File: src/design/ctw_pkg.sv
// Package with the translation case table and its types.
package ctw_pkg;

  localparam int unsigned OP_W    = 6;
  localparam int unsigned HALF_W  = 16;
  localparam int unsigned WIDE_W  = 32;

  localparam logic [WIDE_W-1:0] UNDEF_WORD = 32'he7ffffff;

  // How the halfword fields are placed into the template.
  typedef enum logic [4:0] {
    K_ALU, K_SHR, K_CMPR, K_NEG, K_MUL, K_MVN,
    K_HADD, K_HCMP, K_HMOV, K_HBX,
    K_DNM, K_W5, K_B5, K_H5, K_SH5,
    K_D8, K_C8, K_A8, K_W8, K_SWI, K_SP7,
    K_PUSH, K_POP, K_STM, K_LDM, K_BC, K_BR, K_NONE
  } kind_t;

  typedef struct packed {
    logic [WIDE_W-1:0] tmpl;
    kind_t             kind;
  } case_def_t;

  localparam case_def_t CASE_TABLE [0:63] = '{
    '{32'he0100000, K_ALU},  '{32'he0300000, K_ALU},  '{32'he1b00010, K_SHR},
    '{32'he1b00030, K_SHR},  '{32'he1b00050, K_SHR},  '{32'he0b00000, K_ALU},
    '{32'he0d00000, K_ALU},  '{32'he1b00070, K_SHR},  '{32'he1100000, K_CMPR},
    '{32'he2700000, K_NEG},  '{32'he1500000, K_CMPR}, '{32'he1700000, K_CMPR},
    '{32'he1900000, K_ALU},  '{32'he0100090, K_MUL},  '{32'he1d00000, K_ALU},
    '{32'he1f00000, K_MVN},
    '{32'he0800000, K_HADD}, '{32'he1500000, K_HCMP}, '{32'he1a00000, K_HMOV},
    '{32'he12fff10, K_HBX},
    '{32'he7800000, K_DNM},  '{32'he18000b0, K_DNM},  '{32'he7c00000, K_DNM},
    '{32'he19000d0, K_DNM},  '{32'he7900000, K_DNM},  '{32'he19000b0, K_DNM},
    '{32'he7d00000, K_DNM},  '{32'he19000f0, K_DNM},  '{32'he0900000, K_DNM},
    '{32'he0500000, K_DNM},  '{32'he2900000, K_DNM},  '{32'he2500000, K_DNM},
    '{32'he5800000, K_W5},   '{32'he5900000, K_W5},   '{32'he5c00000, K_B5},
    '{32'he5d00000, K_B5},   '{32'he1c000b0, K_H5},   '{32'he1d000b0, K_H5},
    '{32'he1b00000, K_SH5},  '{32'he1b00020, K_SH5},  '{32'he1b00040, K_SH5},
    '{32'he3b00000, K_D8},   '{32'he3500000, K_C8},   '{32'he2900000, K_A8},
    '{32'he2500000, K_A8},   '{32'he59f0000, K_W8},   '{32'he58d0000, K_W8},
    '{32'he59d0000, K_W8},   '{32'he28f0f00, K_D8},   '{32'he28d0f00, K_D8},
    '{32'hef000000, K_SWI},
    '{32'he28ddf00, K_SP7},  '{32'he24ddf00, K_SP7},
    '{32'he92d0000, K_PUSH}, '{32'he8bd0000, K_POP},  '{32'he8a00000, K_STM},
    '{32'he8900000, K_LDM},
    '{32'h0a000000, K_BC},   '{32'hea000000, K_BR},
    '{UNDEF_WORD, K_NONE},   '{UNDEF_WORD, K_NONE},   '{UNDEF_WORD, K_NONE},
    '{UNDEF_WORD, K_NONE},   '{UNDEF_WORD, K_NONE}
  };

endpackage

File: src/design/ctw_if.sv
// Valid/ready channel interfaces for requests and results of the expander.
interface ctw_in_if;
  import ctw_pkg::*;
  logic              valid;
  logic              ready;
  logic [OP_W-1:0]   operation;
  logic [HALF_W-1:0] thumb_instr;

  modport source (output valid, output operation, output thumb_instr, input ready);
  modport sink (input valid, input operation, input thumb_instr, output ready);
endinterface

interface ctw_out_if;
  import ctw_pkg::*;
  logic              valid;
  logic              ready;
  logic [WIDE_W-1:0] wide_instr;

  modport source (output valid, output wide_instr, input ready);
  modport sink (input valid, input wide_instr, output ready);
endinterface

File: src/design/ctw_expand.sv
// Combinational translation of one halfword into its wide instruction word.
module ctw_expand
  import ctw_pkg::*;
(
  input  logic [OP_W-1:0]   operation,
  input  logic [HALF_W-1:0] thumb_instr,
  output logic [WIDE_W-1:0] wide_instr
);

  case_def_t         cdef;
  logic [WIDE_W-1:0] w, b0, b3, b6, b8, hd, hs, i5, i8, bit8;
  logic [WIDE_W-1:0] h5off, bc_off, br_off, cond;
  logic [7:0]        reg_list;
  logic              ldm_wb;

  assign cdef   = CASE_TABLE[operation];
  assign w      = cdef.tmpl;
  assign b0     = {29'd0, thumb_instr[2:0]};
  assign b3     = {29'd0, thumb_instr[5:3]};
  assign b6     = {29'd0, thumb_instr[8:6]};
  assign b8     = {29'd0, thumb_instr[10:8]};
  assign hd     = {28'd0, thumb_instr[7], thumb_instr[2:0]};
  assign hs     = {28'd0, thumb_instr[6:3]};
  assign i5     = {27'd0, thumb_instr[10:6]};
  assign i8     = {24'd0, thumb_instr[7:0]};
  assign bit8   = {31'd0, thumb_instr[8]};
  assign h5off  = {22'd0, thumb_instr[10:9], 4'd0, thumb_instr[8:6], 1'b0};
  assign cond   = {thumb_instr[11:8], 28'd0};
  assign bc_off = {8'd0, {16{thumb_instr[7]}}, thumb_instr[7:0]};
  assign br_off = {8'd0, {13{thumb_instr[10]}}, thumb_instr[10:0]};
  assign reg_list = thumb_instr[7:0];
  // Writeback only when the base register is not in the list.
  assign ldm_wb = ~reg_list[thumb_instr[10:8]];

  always_comb begin
    case (cdef.kind)
      K_ALU:   wide_instr = w | (b0 << 16) | (b0 << 12) | b3;
      K_SHR:   wide_instr = w | (b0 << 12) | (b3 << 8) | b0;
      K_CMPR:  wide_instr = w | (b0 << 16) | b3;
      K_NEG:   wide_instr = w | (b3 << 16) | (b0 << 12);
      K_MUL:   wide_instr = w | (b0 << 16) | (b0 << 8) | b3;
      K_MVN:   wide_instr = w | (b0 << 12) | b3;
      K_HADD:  wide_instr = w | (hd << 16) | (hd << 12) | hs;
      K_HCMP:  wide_instr = w | (hd << 16) | hs;
      K_HMOV:  wide_instr = w | (hd << 12) | hs;
      K_HBX:   wide_instr = w | hs;
      K_DNM:   wide_instr = w | (b3 << 16) | (b0 << 12) | b6;
      K_W5:    wide_instr = w | (b3 << 16) | (b0 << 12) | (i5 << 2);
      K_B5:    wide_instr = w | (b3 << 16) | (b0 << 12) | i5;
      K_H5:    wide_instr = w | (b3 << 16) | (b0 << 12) | h5off;
      K_SH5:   wide_instr = w | (b0 << 12) | (i5 << 7) | b3;
      K_D8:    wide_instr = w | (b8 << 12) | i8;
      K_C8:    wide_instr = w | (b8 << 16) | i8;
      K_A8:    wide_instr = w | (b8 << 16) | (b8 << 12) | i8;
      K_W8:    wide_instr = w | (b8 << 12) | (i8 << 2);
      K_SWI:   wide_instr = w | i8;
      K_SP7:   wide_instr = w | {25'd0, thumb_instr[6:0]};
      K_PUSH:  wide_instr = w | (bit8 << 14) | i8;
      K_POP:   wide_instr = w | (bit8 << 15) | i8;
      K_STM:   wide_instr = w | (b8 << 16) | i8;
      K_LDM:   wide_instr = w | {10'd0, ldm_wb, 21'd0} | (b8 << 16) | i8;
      K_BC:    wide_instr = cond | w | bc_off;
      K_BR:    wide_instr = w | br_off;
      default: wide_instr = UNDEF_WORD;
    endcase
  end

endmodule

File: src/design/compact_to_wide_instruction_expander.sv
// Top level: registered compact-to-wide instruction expander.
//
// Requests arrive on in_req (valid/ready) carrying a 6-bit translation
// selector and a 16-bit compact halfword. Each request yields exactly one
// 32-bit wide instruction word on out_res (valid/ready), in request order.
// A request is captured in an input register, expanded by a table lookup
// and field placement, and held in a result register.
// The result is shown on out_res once it has passed the input register and
// the result register. Throughput is one request per cycle while out_res.ready
// stays high; the input register and the result register form a two-entry pipeline.
// When the receiver stalls, the result register holds its word and the
// input register can still take one more request; in_req.ready drops only
// when both stages are full and out_res.ready is low.
// Synchronous active-low reset empties both stages; the data registers are not reset.
// Selectors above the last defined case give the permanently-undefined word.
module compact_to_wide_instruction_expander
  import ctw_pkg::*;
(
  input  logic     clk,
  input  logic     rst_n,
  ctw_in_if.sink   in_req,
  ctw_out_if.source out_res
);

  logic              s1_vld_r, s1_vld_nxt;
  logic              s2_vld_r, s2_vld_nxt;
  logic [OP_W-1:0]   s1_op_r;
  logic [HALF_W-1:0] s1_instr_r;
  logic [WIDE_W-1:0] s2_word_r;
  logic [WIDE_W-1:0] exp_word;
  logic              s2_ready, s2_load, in_fire;

  assign s2_ready     = !s2_vld_r || out_res.ready;
  assign s2_load      = s1_vld_r && s2_ready;
  assign in_req.ready = !s1_vld_r || s2_ready;
  assign in_fire      = in_req.valid && in_req.ready;

  assign s1_vld_nxt = in_fire || (s1_vld_r && !s2_ready);
  assign s2_vld_nxt = s2_load || (s2_vld_r && !out_res.ready);

  ctw_expand u_expand (
    .operation   (s1_op_r),
    .thumb_instr (s1_instr_r),
    .wide_instr  (exp_word)
  );

  always_ff @(posedge clk) begin
    if (!rst_n) begin
      s1_vld_r <= 1'b0;
      s2_vld_r <= 1'b0;
    end else begin
      s1_vld_r <= s1_vld_nxt;
      s2_vld_r <= s2_vld_nxt;
    end
  end

  always_ff @(posedge clk) begin
    if (in_fire) begin
      s1_op_r    <= in_req.operation;
      s1_instr_r <= in_req.thumb_instr;
    end
    if (s2_load) begin
      s2_word_r <= exp_word;
    end
  end

  assign out_res.valid      = s2_vld_r;
  assign out_res.wide_instr = s2_word_r;

endmodule

File: src/flat_wrapper.sv
// flat-port wrapper written by rule: the top's interface ports become plain ports
module compact_to_wide_instruction_expander_flat import ctw_pkg::*;
  (clk, rst_n, in_req_valid, in_req_operation, in_req_thumb_instr, in_req_ready, out_res_valid, out_res_wide_instr, out_res_ready);
  ctw_in_if in_req_i ();
  ctw_out_if out_res_i ();
  input  logic clk;
  input  logic rst_n;
  input wire logic [$bits(in_req_i.valid)-1:0] in_req_valid;
  input wire logic [$bits(in_req_i.operation)-1:0] in_req_operation;
  input wire logic [$bits(in_req_i.thumb_instr)-1:0] in_req_thumb_instr;
  output wire logic [$bits(in_req_i.ready)-1:0] in_req_ready;
  output wire logic [$bits(out_res_i.valid)-1:0] out_res_valid;
  output wire logic [$bits(out_res_i.wide_instr)-1:0] out_res_wide_instr;
  input wire logic [$bits(out_res_i.ready)-1:0] out_res_ready;
  assign in_req_i.valid = in_req_valid;
  assign in_req_i.operation = in_req_operation;
  assign in_req_i.thumb_instr = in_req_thumb_instr;
  assign in_req_ready = in_req_i.ready;
  assign out_res_valid = out_res_i.valid;
  assign out_res_wide_instr = out_res_i.wide_instr;
  assign out_res_i.ready = out_res_ready;
  compact_to_wide_instruction_expander u_core (.clk(clk), .rst_n(rst_n), .in_req(in_req_i), .out_res(out_res_i));
endmodule
File: config.mk
export PLATFORM = sky130hd
export DESIGN_NAME = compact_to_wide_instruction_expander_flat
export DESIGN_NICKNAME = d
export VERILOG_FILES = /design/src/design/ctw_pkg.sv /design/src/design/ctw_if.sv /design/src/design/ctw_expand.sv /design/src/design/compact_to_wide_instruction_expander.sv /design/src/flat_wrapper.sv
export SDC_FILE = /design/constraint.sdc
export NUM_CORES = 1
export LEC_CHECK = 0
export ABC_AREA = 1
export BUFFER_PORTS_ARGS = -buffer_cell sky130_fd_sc_hd__buf_2
export CELL_PAD_IN_SITES_DETAIL_PLACEMENT = 1
export CELL_PAD_IN_SITES_GLOBAL_PLACEMENT = 1
export CORE_MARGIN = 5
export CORE_UTILIZATION = 42
export CTS_CLUSTER_DIAMETER = 100
export DETAILED_ROUTE_END_ITERATION = 16
export MAX_ROUTING_LAYER = met4
export PLACE_DENSITY_LB_ADDON = 0.1
export SYNTH_ARGS = -nofsm -noshare
export SYNTH_HDL_FRONTEND = slang
export SYNTH_SLANG_ARGS = --single-unit
File: constraint.sdc
create_clock -name clk -period 4 [get_ports clk]
set_clock_uncertainty 0.15 [all_clocks]
set_input_delay 0.8 -clock clk [delete_from_list [all_inputs] [get_ports clk]]
set_output_delay 0.8 -clock clk [all_outputs]
set_load 0.01 [all_outputs]
==> results.cfg <==
[hold_path]
hold_start = u_core.s1_vld_r
hold_end = u_core.s1_vld_r
hold_depth = 2
worstHoldPathType = reg2reg

[critical_path]
crit_buf_inv = 2
r2r-end = u_core.out_res.wide_instr[4]
crit_required_ns = 4.00
critPathMaxFanout = 23
crit_family = simple AND/OR/NAND/NOR gates
startpoint_type = register
crit_path_end_kind = register
reg2regPathDepth = 15
crit_cells = 15
worstPathCellList = inv_1 -> ha_1 -> inv_1 -> nand2_1 -> nand3_1 -> nand3_1 -> nand2_1 -> nand2_1 -> nand2_2 -> nor2_2 -> nand3_1 -> nand2_1 -> nor2_2 -> nand4_4 -> nand3_1
r2r_setup_slack_ns = 0.21
slowest_stage = edfxtp_1
worstPathArrival_ns = 3.78
critPathKind = reg2reg
r2r_start = u_core.s1_op_r[1]
cpPeakStageDelay_ns = 0.51

[clocking]
cts_buffers = 5
clockRootBuffer = clkbuf_16
post-cts-setup-buffers = 0
clk_latency_ns = 0.31
cts_tree = done
cts_resized = 0
htree_levels = 2
cts.sinks = 52
path_clk_slew_ns = 0.07
cts_hold_buffers = 0
clock_path_buffers = 2

[timing]
layout_setup_ws_ns = 0.215
finalHoldViolCount = 0
tns_ns = 0
setup_viol = 0
fmax_mhz = 264
finalCriticalPeriod_ns = 3.79
finalCritPeriodShare_pct = 94.6
rsz0062_at_grt = no
drv_slew = 0
tightest_slew_ns = 0.673
relSlewSlack_pct = 55.0

[run]
cap_violations = 0

[yosys]
syn_nets = 884
synth_compound_area_share_pct = 16.2
ys_types = 38
syn-instance-count = 848
synthArstFlopShare_pct = 0
synth_seq_cells = 52
yosys.area_share.simple_pct = 42.9
muxShareOfSynthArea_pct = 0
synth-adder-area-share_pct = 2.40
netlist_area_mm2 = 0.00522
synth-edff-count = 50
synth_top_family_by_area = simple AND/OR/NAND/NOR gates
ys_warn_count = 0
avgSynthCellArea_um2 = 6.16
synthXorXnorAreaFrac_pct = 0
yosys_most_used_dff = edfxtp_1
ys_seq_area_share_pct = 29.5

[pwr]
leakage_nw = 2.92
p_comb_share_pct = 39.1
peakVddDrop_mv = 0.195
clockPowerShare_pct = 24.2
switching_share_pct = 41.1
switchingPower_mw = 0.799
p_seq_share_pct = 36.8
intPower_mw = 1.14
p_per_area_mw_per_mm2 = 326

[global_route]
grt_pass1_wl_mm = 35.5
track_usage_pct = 31.9
antenna_found_initial = 0
grt_max_degree = 33
gr-total-overflow = 0
grt_pass1_vias = 6432

[detailed_routing]
routedWlPerCell_um = 20.8
vias = 6444
wirelength_mm = 22.5
antenna_left = 0
firstDrtPassIters = 5
drc = 0
drt_iter0_markers = 617
met2_length_mm = 9.69
drt-met1-wl_mm = 9.80
met3_length_mm = 2.37
routed.top_layer = met4
routed_via_density = 5.96

[layout]
nets = 949
utilization_pct = 49.2
drive_gt1_share_pct = 14.1
syn_to_final_growth_pct = 14.3
fin_area_mm2 = 0.00596
layout_common_cells = nand2_1 (255), nor2_1 (122), nand3_1 (83)
final_common_cell = nand2_1
diodes = 0

[floorplanning]
die_area_mm2 = 0.0148
start_util_pct = 43.1
die_x_um = 121
pin_count = 60
die_h_um = 121
core-area_mm2 = 0.0121
row_count = 40

[placed_design]
io_buffers = 55
dp_hpwl_mm = 17.6
placed_area_mm2 = 0.00580
gp_congestion = 1.04
pre_cts_ws_ns = 0.306

[run_status]
status = complete, no violations
-- power groups by stage --
| stage | Combinational [mW] | Sequential (mW) | Clock, mW |
|---|---|---|---|
| 2_1_floorplan | 0.470 | 0.731 | 0 |
| 6_report | 0.759 | 0.715 | 0.470 |
| 4_1_cts | 0.743 | 0.713 | 0.476 |
| 3_3_place_gp | 0.716 | 0.722 | 0 |
| 5_1_grt | 0.831 | 0.719 | 0.498 |
| 3_5_place_dp | 0.739 | 0.725 | 0 |
-- state kept, by name, indices dropped and copies added, names as in the netlist --
signal                     flops
u_core.out_res.wide_instr     32
u_core.s1_op_r                 6
u_core.out_res.valid           1
u_core.s1_vld_r                1
u_core.s1_instr_r             12
-- cell families after synthesis --
| group | after synthesis |
|---|---|
| simple gates | 520 |
| compound gates | 154 |
| buf+inv | 112 |
| flops | 52 |
| fa+ha+maj | 10 |
-- routing by layer --
| metal | vias to the layer above | track usage, % |
|---|---|---|
| met3 | 54 | 7.41 |
| met1 | 3095 | 44.2 |
| met2 | 327 | 46.6 |
| met4 | 0 | 9.10 |
| li1 | 2968 | - |
| met5 | - | - |
-- synthesized netlist by cell type, drive strengths merged, types with 4 or more instances --
master,number,area (um2)
a21oi,58,309
nand4,27,184
edfxtp,50,1500
o21ai,73,369
clkbuf,11,41.3
ha,10,125
buf,18,114
nor2,133,547
nor3,10,50.1
o211ai,6,45.0
nand3,86,445
inv,83,312
nand2,259,980
a22oi,4,30.0
o22ai,5,31.3
-- worst max-delay path by stage --
stage,start,to,slack [ns]
after floorplan,out_res_ready,u_core.out_res.wide_instr[0],0.99
after global placement,u_core.s1_op_r[1],u_core.out_res.wide_instr[5],0.41
after detailed placement,u_core.s1_op_r[1],u_core.out_res.wide_instr[16],0.31
after CTS,u_core.s1_op_r[1],u_core.out_res.wide_instr[16],0.29
after global routing,u_core.s1_op_r[1],u_core.out_res.wide_instr[16],0.007
final,u_core.s1_op_r[1],u_core.out_res.wide_instr[4],0.21
-- final cells by class --
type	count	area [um2]
Sequential cell	52	1540
Clock buffer	5	125
Fill cell	1691	6150
Inverter	83	312
Multi-Input combinational cell	684	3230
Timing Repair Buffer	87	515
Clock inverter	3	27.5
Tap cell	168	210
-- per-stage QoR --
stage	hold slack (ns)	std cells	power (mW)
6_report	0.388	1082	1.94
5_1_grt	0.432	1082	2.05
4_1_cts	0.397	1082	1.93
3_5_place_dp	0.386	1074	1.46
3_3_place_gp	0.362	1074	1.44
2_1_floorplan	0.297	848	1.20
-- worst min-delay path: stages, from the launching register on --
cell	delay [ns]
dfxtp_1	0.32
nand3_1	0.11
a21oi_1	0.07
Power figures use the tool's default switching activity.
